--- config.mk ---
export PLATFORM = sky130hd
export DESIGN_NAME = json_string_escape_codec
export DESIGN_NICKNAME = d
export VERILOG_FILES = /design/src/jsec_pkg.sv /design/src/jsec_front.sv /design/src/jsec_queue.sv /design/src/jsec_back.sv /design/src/json_string_escape_codec.sv
export SDC_FILE = /design/constraint.sdc
export NUM_CORES = 1
export LEC_CHECK = 0
export BUFFER_PORTS_ARGS = -buffer_cell sky130_fd_sc_hd__buf_2
export CORE_ASPECT_RATIO = 1.1
export CORE_UTILIZATION = 24
export DETAILED_ROUTE_END_ITERATION = 8
export GPL_TIMING_DRIVEN = 0
export HOLD_SLACK_MARGIN = 0.06
export SLEW_MARGIN = 20
export SYNTH_ARGS = -nofsm -noshare
export SYNTH_HDL_FRONTEND = slang
export SYNTH_HIERARCHICAL = 1
export SYNTH_SLANG_ARGS = --single-unit
--- constraint.sdc ---
create_clock -name clk -period 4.23 [get_ports clk]
set_clock_uncertainty 0.2 [all_clocks]
set_input_delay 0.6345 -clock clk [delete_from_list [all_inputs] [get_ports clk]]
set_output_delay 0.6345 -clock clk [all_outputs]
set_load 0.01 [all_outputs]
--- src/jsec_pkg.sv ---
// ---------------------------------------------------------------------------
// jsec_pkg - shared types and constants for the JSON string escape codec
// Payload structs, the queued job descriptor and character constants.
// ---------------------------------------------------------------------------
`default_nettype none

package jsec_pkg;

  localparam int unsigned MAX_OUT     = 6;   // most bytes one input byte expands to
  localparam int unsigned CNT_W       = 3;   // holds 1..MAX_OUT
  localparam int unsigned QUEUE_DEPTH = 4;

  localparam logic MODE_ESCAPE   = 1'b0;
  localparam logic MODE_UNESCAPE = 1'b1;

  localparam logic [7:0] CH_BSL   = 8'h5C;   // backslash
  localparam logic [7:0] CH_QUOTE = 8'h22;
  localparam logic [7:0] CH_U     = 8'h75;   // 'u'
  localparam logic [7:0] CH_ZERO  = 8'h30;   // '0'
  localparam logic [7:0] CH_B     = 8'h62;
  localparam logic [7:0] CH_F     = 8'h66;
  localparam logic [7:0] CH_N     = 8'h6E;
  localparam logic [7:0] CH_R     = 8'h72;
  localparam logic [7:0] CH_T     = 8'h74;
  localparam logic [7:0] CC_BS    = 8'h08;
  localparam logic [7:0] CC_FF    = 8'h0C;
  localparam logic [7:0] CC_LF    = 8'h0A;
  localparam logic [7:0] CC_CR    = 8'h0D;
  localparam logic [7:0] CC_TAB   = 8'h09;

  typedef struct packed {
    logic [7:0] in_byte;
    logic       in_last;
  } in_item_t;

  typedef struct packed {
    logic [7:0] out_byte;
    logic       out_valid;
    logic       out_last;
    logic       bad_escape;
  } out_item_t;

  // One queued job: the output bytes that one input byte produces.
  typedef struct packed {
    logic [MAX_OUT-1:0][7:0] bytes;      // bytes[0] goes out first
    logic [CNT_W-1:0]        cnt;        // 1..MAX_OUT
    logic                    data_vld;   // 0 for a bare end marker
    logic                    bad;
    logic                    last;
  } job_t;

endpackage

`default_nettype wire

--- src/jsec_front.sv ---
// ---------------------------------------------------------------------------
// jsec_front - input side of the codec
// Holds the mode register and the unescape state, and turns each accepted
// byte into at most one job descriptor for the queue.
// ---------------------------------------------------------------------------
`default_nettype none

module jsec_front (
  input  wire logic              clk,
  input  wire logic              rst_n,
  input  wire logic              cfg_valid,
  output logic                   cfg_ready,
  input  wire logic              cfg_mode,
  input  wire logic              in_valid,
  output logic                   in_stall,
  input  wire jsec_pkg::in_item_t in_data,
  input  wire logic              q_full,
  output logic                   q_push,
  output jsec_pkg::job_t         q_job
);

  localparam logic [2:0] PH_IDLE = 3'd0;
  localparam logic [2:0] PH_BSL  = 3'd1;
  localparam logic [2:0] PH_U    = 3'd2;
  localparam logic [2:0] PH_U1   = 3'd3;
  localparam logic [2:0] PH_U2   = 3'd4;
  localparam logic [2:0] PH_U3   = 3'd5;

  logic       mode_r;
  logic [2:0] phase_r, phase_nxt, ph;
  logic [7:0] held_r   [0:2];   // characters after \u; a fourth is never needed
  logic [7:0] held_nxt [0:2];
  logic       accept;
  logic [7:0] b;
  logic [4:0] hv_hi, hv_lo;
  logic       bad_seq;
  jsec_pkg::job_t job;

  // lower-case hex digit for a nibble
  function automatic logic [7:0] hex_digit(input logic [3:0] nib);
    hex_digit = (nib < 4'd10) ? (8'h30 + {4'd0, nib}) : (8'h57 + {4'd0, nib});
  endfunction

  // {valid, value} of an ASCII hex digit, either case
  function automatic logic [4:0] hex_val(input logic [7:0] c);
    hex_val = 5'd0;
    if (c >= 8'h30 && c <= 8'h39) hex_val = {1'b1, c[3:0]};
    else if ((c >= 8'h61 && c <= 8'h66) || (c >= 8'h41 && c <= 8'h46))
      hex_val = {1'b1, c[3:0] + 4'd9};
  endfunction

  assign cfg_ready = 1'b1;
  assign in_stall  = q_full;
  assign accept    = in_valid && !q_full;
  assign b         = in_data.in_byte;
  assign ph        = (phase_r > PH_U3) ? PH_IDLE : phase_r;
  assign hv_hi     = hex_val(held_r[2]);
  assign hv_lo     = hex_val(b);
  assign bad_seq   = !(held_r[0] == jsec_pkg::CH_ZERO && held_r[1] == jsec_pkg::CH_ZERO &&
                       hv_hi[4] && hv_lo[4]);

  always_comb begin
    job          = '0;
    job.data_vld = 1'b1;
    phase_nxt    = phase_r;
    for (int i = 0; i < 3; i++) held_nxt[i] = held_r[i];

    if (mode_r == jsec_pkg::MODE_ESCAPE) begin
      phase_nxt = PH_IDLE;
      if (b < 8'h20) begin
        job.bytes[0] = jsec_pkg::CH_BSL;
        job.cnt      = 3'd2;
        case (b)
          jsec_pkg::CC_BS:  job.bytes[1] = jsec_pkg::CH_B;
          jsec_pkg::CC_FF:  job.bytes[1] = jsec_pkg::CH_F;
          jsec_pkg::CC_LF:  job.bytes[1] = jsec_pkg::CH_N;
          jsec_pkg::CC_CR:  job.bytes[1] = jsec_pkg::CH_R;
          jsec_pkg::CC_TAB: job.bytes[1] = jsec_pkg::CH_T;
          default: begin
            job.bytes[1] = jsec_pkg::CH_U;
            job.bytes[2] = jsec_pkg::CH_ZERO;
            job.bytes[3] = jsec_pkg::CH_ZERO;
            job.bytes[4] = hex_digit(b[7:4]);
            job.bytes[5] = hex_digit(b[3:0]);
            job.cnt      = 3'd6;
          end
        endcase
      end else if (b == jsec_pkg::CH_QUOTE || b == jsec_pkg::CH_BSL) begin
        job.bytes[0] = jsec_pkg::CH_BSL;
        job.bytes[1] = b;
        job.cnt      = 3'd2;
      end else begin
        job.bytes[0] = b;
        job.cnt      = 3'd1;
      end
    end else begin
      case (ph)
        PH_IDLE: begin
          if (b == jsec_pkg::CH_BSL) begin
            phase_nxt = PH_BSL;
          end else begin
            job.bytes[0] = b;
            job.cnt      = 3'd1;
          end
        end
        PH_BSL: begin
          phase_nxt = PH_IDLE;
          job.cnt   = 3'd1;
          case (b)
            jsec_pkg::CH_B: job.bytes[0] = jsec_pkg::CC_BS;
            jsec_pkg::CH_F: job.bytes[0] = jsec_pkg::CC_FF;
            jsec_pkg::CH_N: job.bytes[0] = jsec_pkg::CC_LF;
            jsec_pkg::CH_R: job.bytes[0] = jsec_pkg::CC_CR;
            jsec_pkg::CH_T: job.bytes[0] = jsec_pkg::CC_TAB;
            jsec_pkg::CH_U: begin
              if (in_data.in_last) begin
                job.bytes[0] = jsec_pkg::CH_U;
              end else begin
                job.cnt   = 3'd0;
                phase_nxt = PH_U;
              end
            end
            default: job.bytes[0] = b;
          endcase
        end
        PH_U, PH_U1, PH_U2: begin
          if (in_data.in_last) begin
            // truncated \u: pass what was held on as literal text
            job.bytes[0] = jsec_pkg::CH_U;
            if (ph == PH_U) begin
              job.bytes[1] = b;
              job.cnt      = 3'd2;
            end else if (ph == PH_U1) begin
              job.bytes[1] = held_r[0];
              job.bytes[2] = b;
              job.cnt      = 3'd3;
            end else begin
              job.bytes[1] = held_r[0];
              job.bytes[2] = held_r[1];
              job.bytes[3] = b;
              job.cnt      = 3'd4;
            end
            phase_nxt = PH_IDLE;
          end else begin
            if (ph == PH_U)       held_nxt[0] = b;
            else if (ph == PH_U1) held_nxt[1] = b;
            else                  held_nxt[2] = b;
            phase_nxt = ph + 3'd1;
          end
        end
        PH_U3: begin
          phase_nxt    = PH_IDLE;
          job.cnt      = 3'd1;
          job.bad      = bad_seq;
          job.bytes[0] = bad_seq ? 8'h00 : {hv_hi[3:0], hv_lo[3:0]};
        end
        default: phase_nxt = PH_IDLE;
      endcase
    end

    if (in_data.in_last) begin
      phase_nxt = PH_IDLE;
      job.last  = 1'b1;
      if (job.cnt == 3'd0) begin
        job.bytes    = '0;
        job.cnt      = 3'd1;
        job.data_vld = 1'b0;
        job.bad      = 1'b0;
      end
    end
  end

  assign q_job  = job;
  assign q_push = accept && (job.cnt != 3'd0);

  always_ff @(posedge clk) begin
    if (!rst_n) begin
      mode_r  <= jsec_pkg::MODE_ESCAPE;
      phase_r <= PH_IDLE;
    end else begin
      if (cfg_valid && cfg_ready) mode_r <= cfg_mode;
      if (accept) phase_r <= phase_nxt;
    end
  end

  always_ff @(posedge clk) begin
    if (accept) begin
      for (int i = 0; i < 3; i++) held_r[i] <= held_nxt[i];
    end
  end

endmodule

`default_nettype wire

--- src/jsec_queue.sv ---
// ---------------------------------------------------------------------------
// jsec_queue - job queue between front and back
// Small register FIFO of job descriptors, read from the head.
// ---------------------------------------------------------------------------
`default_nettype none

module jsec_queue #(
  parameter int unsigned DEPTH = jsec_pkg::QUEUE_DEPTH   // 2 or more
) (
  input  wire logic           clk,
  input  wire logic           rst_n,
  input  wire logic           push,
  input  wire jsec_pkg::job_t push_job,
  input  wire logic           pop,
  output jsec_pkg::job_t      head,
  output logic                full,
  output logic                empty
);

  localparam int unsigned PW = $clog2(DEPTH);
  localparam int unsigned CW = $clog2(DEPTH + 1);

  jsec_pkg::job_t mem_r [DEPTH];
  logic [PW-1:0]  wr_ptr_r, wr_ptr_nxt, rd_ptr_r, rd_ptr_nxt;
  logic [CW-1:0]  cnt_r, cnt_nxt;

  assign full  = (cnt_r == CW'(DEPTH));
  assign empty = (cnt_r == '0);
  assign head  = mem_r[rd_ptr_r];

  always_comb begin
    wr_ptr_nxt = wr_ptr_r;
    rd_ptr_nxt = rd_ptr_r;
    cnt_nxt    = cnt_r;
    if (push) wr_ptr_nxt = (wr_ptr_r == PW'(DEPTH - 1)) ? '0 : wr_ptr_r + 1'b1;
    if (pop)  rd_ptr_nxt = (rd_ptr_r == PW'(DEPTH - 1)) ? '0 : rd_ptr_r + 1'b1;
    if (push && !pop)      cnt_nxt = cnt_r + 1'b1;
    else if (pop && !push) cnt_nxt = cnt_r - 1'b1;
  end

  always_ff @(posedge clk) begin
    if (!rst_n) begin
      wr_ptr_r <= '0;
      rd_ptr_r <= '0;
      cnt_r    <= '0;
    end else begin
      wr_ptr_r <= wr_ptr_nxt;
      rd_ptr_r <= rd_ptr_nxt;
      cnt_r    <= cnt_nxt;
    end
  end

  always_ff @(posedge clk) begin
    if (push) mem_r[wr_ptr_r] <= push_job;
  end

  a_no_overflow: assert property (@(posedge clk) disable iff (!rst_n)
    push |-> (!full || pop))
    else $error("job queue written while full");

  a_no_underflow: assert property (@(posedge clk) disable iff (!rst_n)
    pop |-> !empty)
    else $error("job queue read while empty");

endmodule

`default_nettype wire

--- src/jsec_back.sv ---
// ---------------------------------------------------------------------------
// jsec_back - output side of the codec
// Walks the head job into the output register one byte per cycle unless stalled.
// ---------------------------------------------------------------------------
`default_nettype none

module jsec_back (
  input  wire logic           clk,
  input  wire logic           rst_n,
  input  wire jsec_pkg::job_t head,
  input  wire logic           empty,
  output logic                pop,
  output logic                out_valid,
  input  wire logic           out_stall,
  output jsec_pkg::out_item_t out_data
);

  logic [jsec_pkg::CNT_W-1:0] k_r, k_nxt;
  logic                       out_valid_r, out_valid_nxt;
  jsec_pkg::out_item_t        out_data_r, out_data_nxt;
  logic                       load, at_end;

  assign load   = !empty && (!out_valid_r || !out_stall);
  assign at_end = (k_r == head.cnt - 1'b1);
  assign pop    = load && at_end;

  always_comb begin
    out_data_nxt.out_byte   = head.bytes[k_r];
    out_data_nxt.out_valid  = head.data_vld;
    out_data_nxt.out_last   = head.last && at_end;
    out_data_nxt.bad_escape = head.bad;
    k_nxt                   = k_r;
    out_valid_nxt           = out_valid_r && out_stall;
    if (load) begin
      out_valid_nxt = 1'b1;
      k_nxt         = at_end ? '0 : k_r + 1'b1;
    end
  end

  always_ff @(posedge clk) begin
    if (!rst_n) begin
      k_r         <= '0;
      out_valid_r <= 1'b0;
    end else begin
      k_r         <= k_nxt;
      out_valid_r <= out_valid_nxt;
    end
  end

  always_ff @(posedge clk) begin
    if (load) out_data_r <= out_data_nxt;
  end

  assign out_valid = out_valid_r;
  assign out_data  = out_data_r;

  a_index_in_job: assert property (@(posedge clk) disable iff (!rst_n)
    !empty |-> (k_r < head.cnt))
    else $error("byte index past end of job");

  a_index_idle: assert property (@(posedge clk) disable iff (!rst_n)
    empty |-> (k_r == '0))
    else $error("byte index not cleared with queue empty");

endmodule

`default_nettype wire

--- src/json_string_escape_codec.sv ---
// ---------------------------------------------------------------------------
// json_string_escape_codec - streaming JSON string escape / unescape
//
// Input channel (in_valid / in_stall / in_data): one string byte per
// transaction, in_last on the final byte. Output channel (out_valid /
// out_stall / out_data): one converted byte per transaction; out_last on the
// last transaction of a string, and a string ending without data yields a
// bare end marker (out_data.out_valid = 0). Config channel (cfg_valid /
// cfg_ready / cfg_mode): 0 escape, 1 unescape; always ready, write only idle.
//
// Each job is registered in the queue, then in the output register.
// Throughput: one input byte per cycle while each yields at most one output
// byte and out_stall stays low; an escape producing N bytes holds the output
// register until all N are out, as the back end emits one byte per cycle. The
// QUEUE_DEPTH-entry job queue absorbs the gap; input stalls only when it fills.
//
// Reset: mode returns to escape, escape phase to idle, queue and output
// register empty. A stalled receiver holds the output register; the queue
// then fills and in_stall rises.
// ---------------------------------------------------------------------------
`default_nettype none

module json_string_escape_codec #(
  parameter int unsigned QUEUE_DEPTH = jsec_pkg::QUEUE_DEPTH
) (
  input  wire logic               clk,
  input  wire logic               rst_n,
  input  wire logic               cfg_valid,
  output logic                    cfg_ready,
  input  wire logic               cfg_mode,
  input  wire logic               in_valid,
  output logic                    in_stall,
  input  wire jsec_pkg::in_item_t in_data,
  output logic                    out_valid,
  input  wire logic               out_stall,
  output jsec_pkg::out_item_t     out_data
);

  // front -> queue -> back
  jsec_pkg::job_t push_job, head;
  logic           push, pop, full, empty;

  // front classifies bytes and tracks the \u state
  jsec_front u_front (
    .clk       (clk),
    .rst_n     (rst_n),
    .cfg_valid (cfg_valid),
    .cfg_ready (cfg_ready),
    .cfg_mode  (cfg_mode),
    .in_valid  (in_valid),
    .in_stall  (in_stall),
    .in_data   (in_data),
    .q_full    (full),
    .q_push    (push),
    .q_job     (push_job)
  );

  // decoupling queue of job descriptors
  jsec_queue #(
    .DEPTH (QUEUE_DEPTH)
  ) u_queue (
    .clk      (clk),
    .rst_n    (rst_n),
    .push     (push),
    .push_job (push_job),
    .pop      (pop),
    .head     (head),
    .full     (full),
    .empty    (empty)
  );

  // back end serializes each job onto the output channel
  jsec_back u_back (
    .clk       (clk),
    .rst_n     (rst_n),
    .head      (head),
    .empty     (empty),
    .pop       (pop),
    .out_valid (out_valid),
    .out_stall (out_stall),
    .out_data  (out_data)
  );

endmodule

`default_nettype wire
==> metrics <==
outcome finished clean; Post-CTS Hold Fix Bufs 0; Post-synth EDFFs 251; Via-to-Cell Ratio 4.59; DP Worst Slack -0.650 ns; slew at the pin closest to its max-slew limit 0.854 ns; Commonest cells post-synth 251 x edfxtp_1, 52 x mux4_2, 43 x nand2_1, 33 x inv_1, 26 x ha_1; Clock Tree Buf Depth 3; Achievable Freq 245 MHz; routability cong. 0.872; Worst EP required 4.49 ns; Synth area leaders edfxtp_1 62%, mux4_2 9.6%, dfxtp_1 2.8%; critical path arrival 4.34 ns; most frequent cell after synthesis edfxtp_1; power per cell area between 500 and 600 nW/um^2; Post-Place Cells roughly 1500; Max VDD drop 218 uV; vias 6906; RSZ-0062 raised after global routing no; Initial Util 24.3%; Async SR Flop Fraction 0%; Core ar. between 50000 and 60000 um^2; # H-tree levels 1; initial antenna violation count 0; Placed Area 13300 um^2; critical path, cell by cell buf_2 -> clkbuf_1 -> inv_1 -> ha_1 -> nand2_1 -> o311ai_4 -> o21ai_0 -> nor3_2 -> a31oi_2 -> ha_1 -> inv_1 -> fa_1 -> xor2_1 -> or3_1 -> a21boi_0; post-route setup slack 0.155 ns; Critical Path Source Type primary input; CP max FO 8; synthesized cell area 12200 um^2; CTS tree yes; Netlist cell types between 80 and 90; Sink Count 268; final worst-path cycle share just under 100%; Slew HR 43.1%; Area Overhead vs Synth 17.1%; kind of critical path in2reg; clock-pin slew on the worst setup and hold paths 0.06 ns; LEAKAGE ~4.7 nW; Site Rows 86; hpwl dp between 15 and 20 mm; synthesized instance count roughly 760; cts bufs inserted 29; Tmin final 4.07 ns; layout cells sized above 1 a little under a quarter; Fin. Hold Viols 0; Port Buffers 27; Skew-Pair Late Insertion Delay approximately 0.55 ns; ys flop type edfxtp_1; Die ar. 51700 um^2; Root Buffer clkbuf_16; diode count 0; cell taking the most area after synthesis edfxtp_1; final WL between 20 and 30 mm; First-pass DRT Iterations 5; chip height approximately 240 um; GRT Total Usage 10.9%; Ports 29; largest net degree at the start of global routing 45; grt total ovfl 0; postcts setup bufs 0; Ys Warns 6; type of the most critical hold path in2reg; Crit path largest cell delay between 0.4 and 0.5 ns; Chip Width 217 um; drt wl/cell 18.9 um; Final ANT Viol Nets 0; Yosys top cell area share 61.8%; vias in the first global route 7058; Final Max Slew Viols 0; cts repair resizes 1; syn_area_per_cell about 16 um^2; fin cells ~1500; final setup fails 0; Final Cell Area 14300 um^2; first-pass GRT wire length 43.0 mm; DRT iter0 DRCs 628; Max Cap Violations 0; post-synthesis sequential area ratio 64.6%; total power 7.48 mW; DRC Markers 0; Worst Setup End Kind flop; slowest CP cell clkbuf_1; Nets 863; Synth Register Bits 268
==> layer usage <==
layer	wire length [um]	vias up	global-route usage [%]	part of all wire (%)
met5	0	-	0	0
met4	707	0	3.65	2.5
met3	1390	52	1.49	4.9
met2	13900	217	18.3	49
met1	12400	3530	14.4	44
li1	-	3107	-	-
==> cells in the final DEF, fill, tap and decap left out, types with 5 or more instances in the layout <==
cell type  instances
edfxtp_1         251
mux4_2            52
nand2_1           43
buf_2             40
inv_1             33
clkbuf_16         29
ha_1              26
o21ai_0           25
nor2_1            25
clkbuf_1          20
dfxtp_1           17
mux2i_1           15
a21oi_1           15
nor3_1            14
nor2b_1           14
o22ai_1           11
mux2_2            11
nand3_1           11
buf_4             10
mux4_1            10
and2_1             9
nand2b_1           7
conb_1             7
xnor2_1            6
and3_1             6
a32oi_1            6
buf_12             6
clkinv_1           5
==> report_power, final <==
group	internal [mW]	switching, mW
Sequential	3.24	0.0828
Combinational	0.771	0.836
Clock	1.55	1.01
Total	5.56	1.93
==> cell families after synthesis <==
logic type                 after synthesis  synth area share (%)
buffers and inverters                   82                  3.76
other                                    2                0.0616
and+or+nand+nor                        162                  7.08
AOI/OAI and AO/OA                      117                  6.90
DFF                                    268                  64.6
muxes                                   88                  14.0
xor gates and xnor gates                 9                 0.769
adders and majority gates               27                  2.83
==> flip-flops by register name, summed over array words and instances (netlist names), named ones only <==
signal            count
u_front/held_r       24
u_queue/mem_r       216
u_queue/wr_ptr_r      2
u_front/phase_r       3
u_back/out_valid      1
u_queue/cnt_r         3
u_back/k_r            3
u_queue/rd_ptr_r      2
u_back/out_data      11
u_front/mode_r        1
==> final timing paths <==
| kind | startpoint | endpoint | slack (ns) | cells past startpoint |
|---|---|---|---|---|
| max | in_data[1] | u_queue/cnt_r[2] | 0.16 | 15 |
| max reg2reg | flop | u_queue/cnt_r[2] | 0.29 | 15 |
| min | in_data[8] | u_front/held_r[0][23] | 0.12 | 1 |
| min reg2reg | u_queue/cnt_r[2] | u_queue/cnt_r[2] | 0.31 | 2 |
==> worst max-delay path: cells and delay by family <==
kind,cells,cell delay [ns]
AO/OA/AOI/OAI,4,0.94
XOR/XNOR,1,0.16
adder cells (fa/ha/maj),3,1.02
buffers and inverters,4,0.93
AND/OR/NAND/NOR,3,0.62
==> layout make-up <==
cell class	count	area (um^2)
Inverter	34	128
Fill cell	5089	35900
Tap cell	660	826
Clock buffer	38	790
Buffer	47	329
Timing Repair Buffer	31	238
Clock inverter	16	183
Sequential cell	268	7880
Multi-Input combinational cell	410	3910
==> through the flow <==
step,setup TNS (ns),util (%),hold slack [ns]
finish,0,28.5,0.118
global route,0,28.5,0.100
CTS,0,28.5,0.0894
detailed placement,-63.17,26.5,0.300
global placement,-237.54,26.3,0.288
floorplan,0,-,0.268
Note: power is estimated with default switching activity, not from simulation.
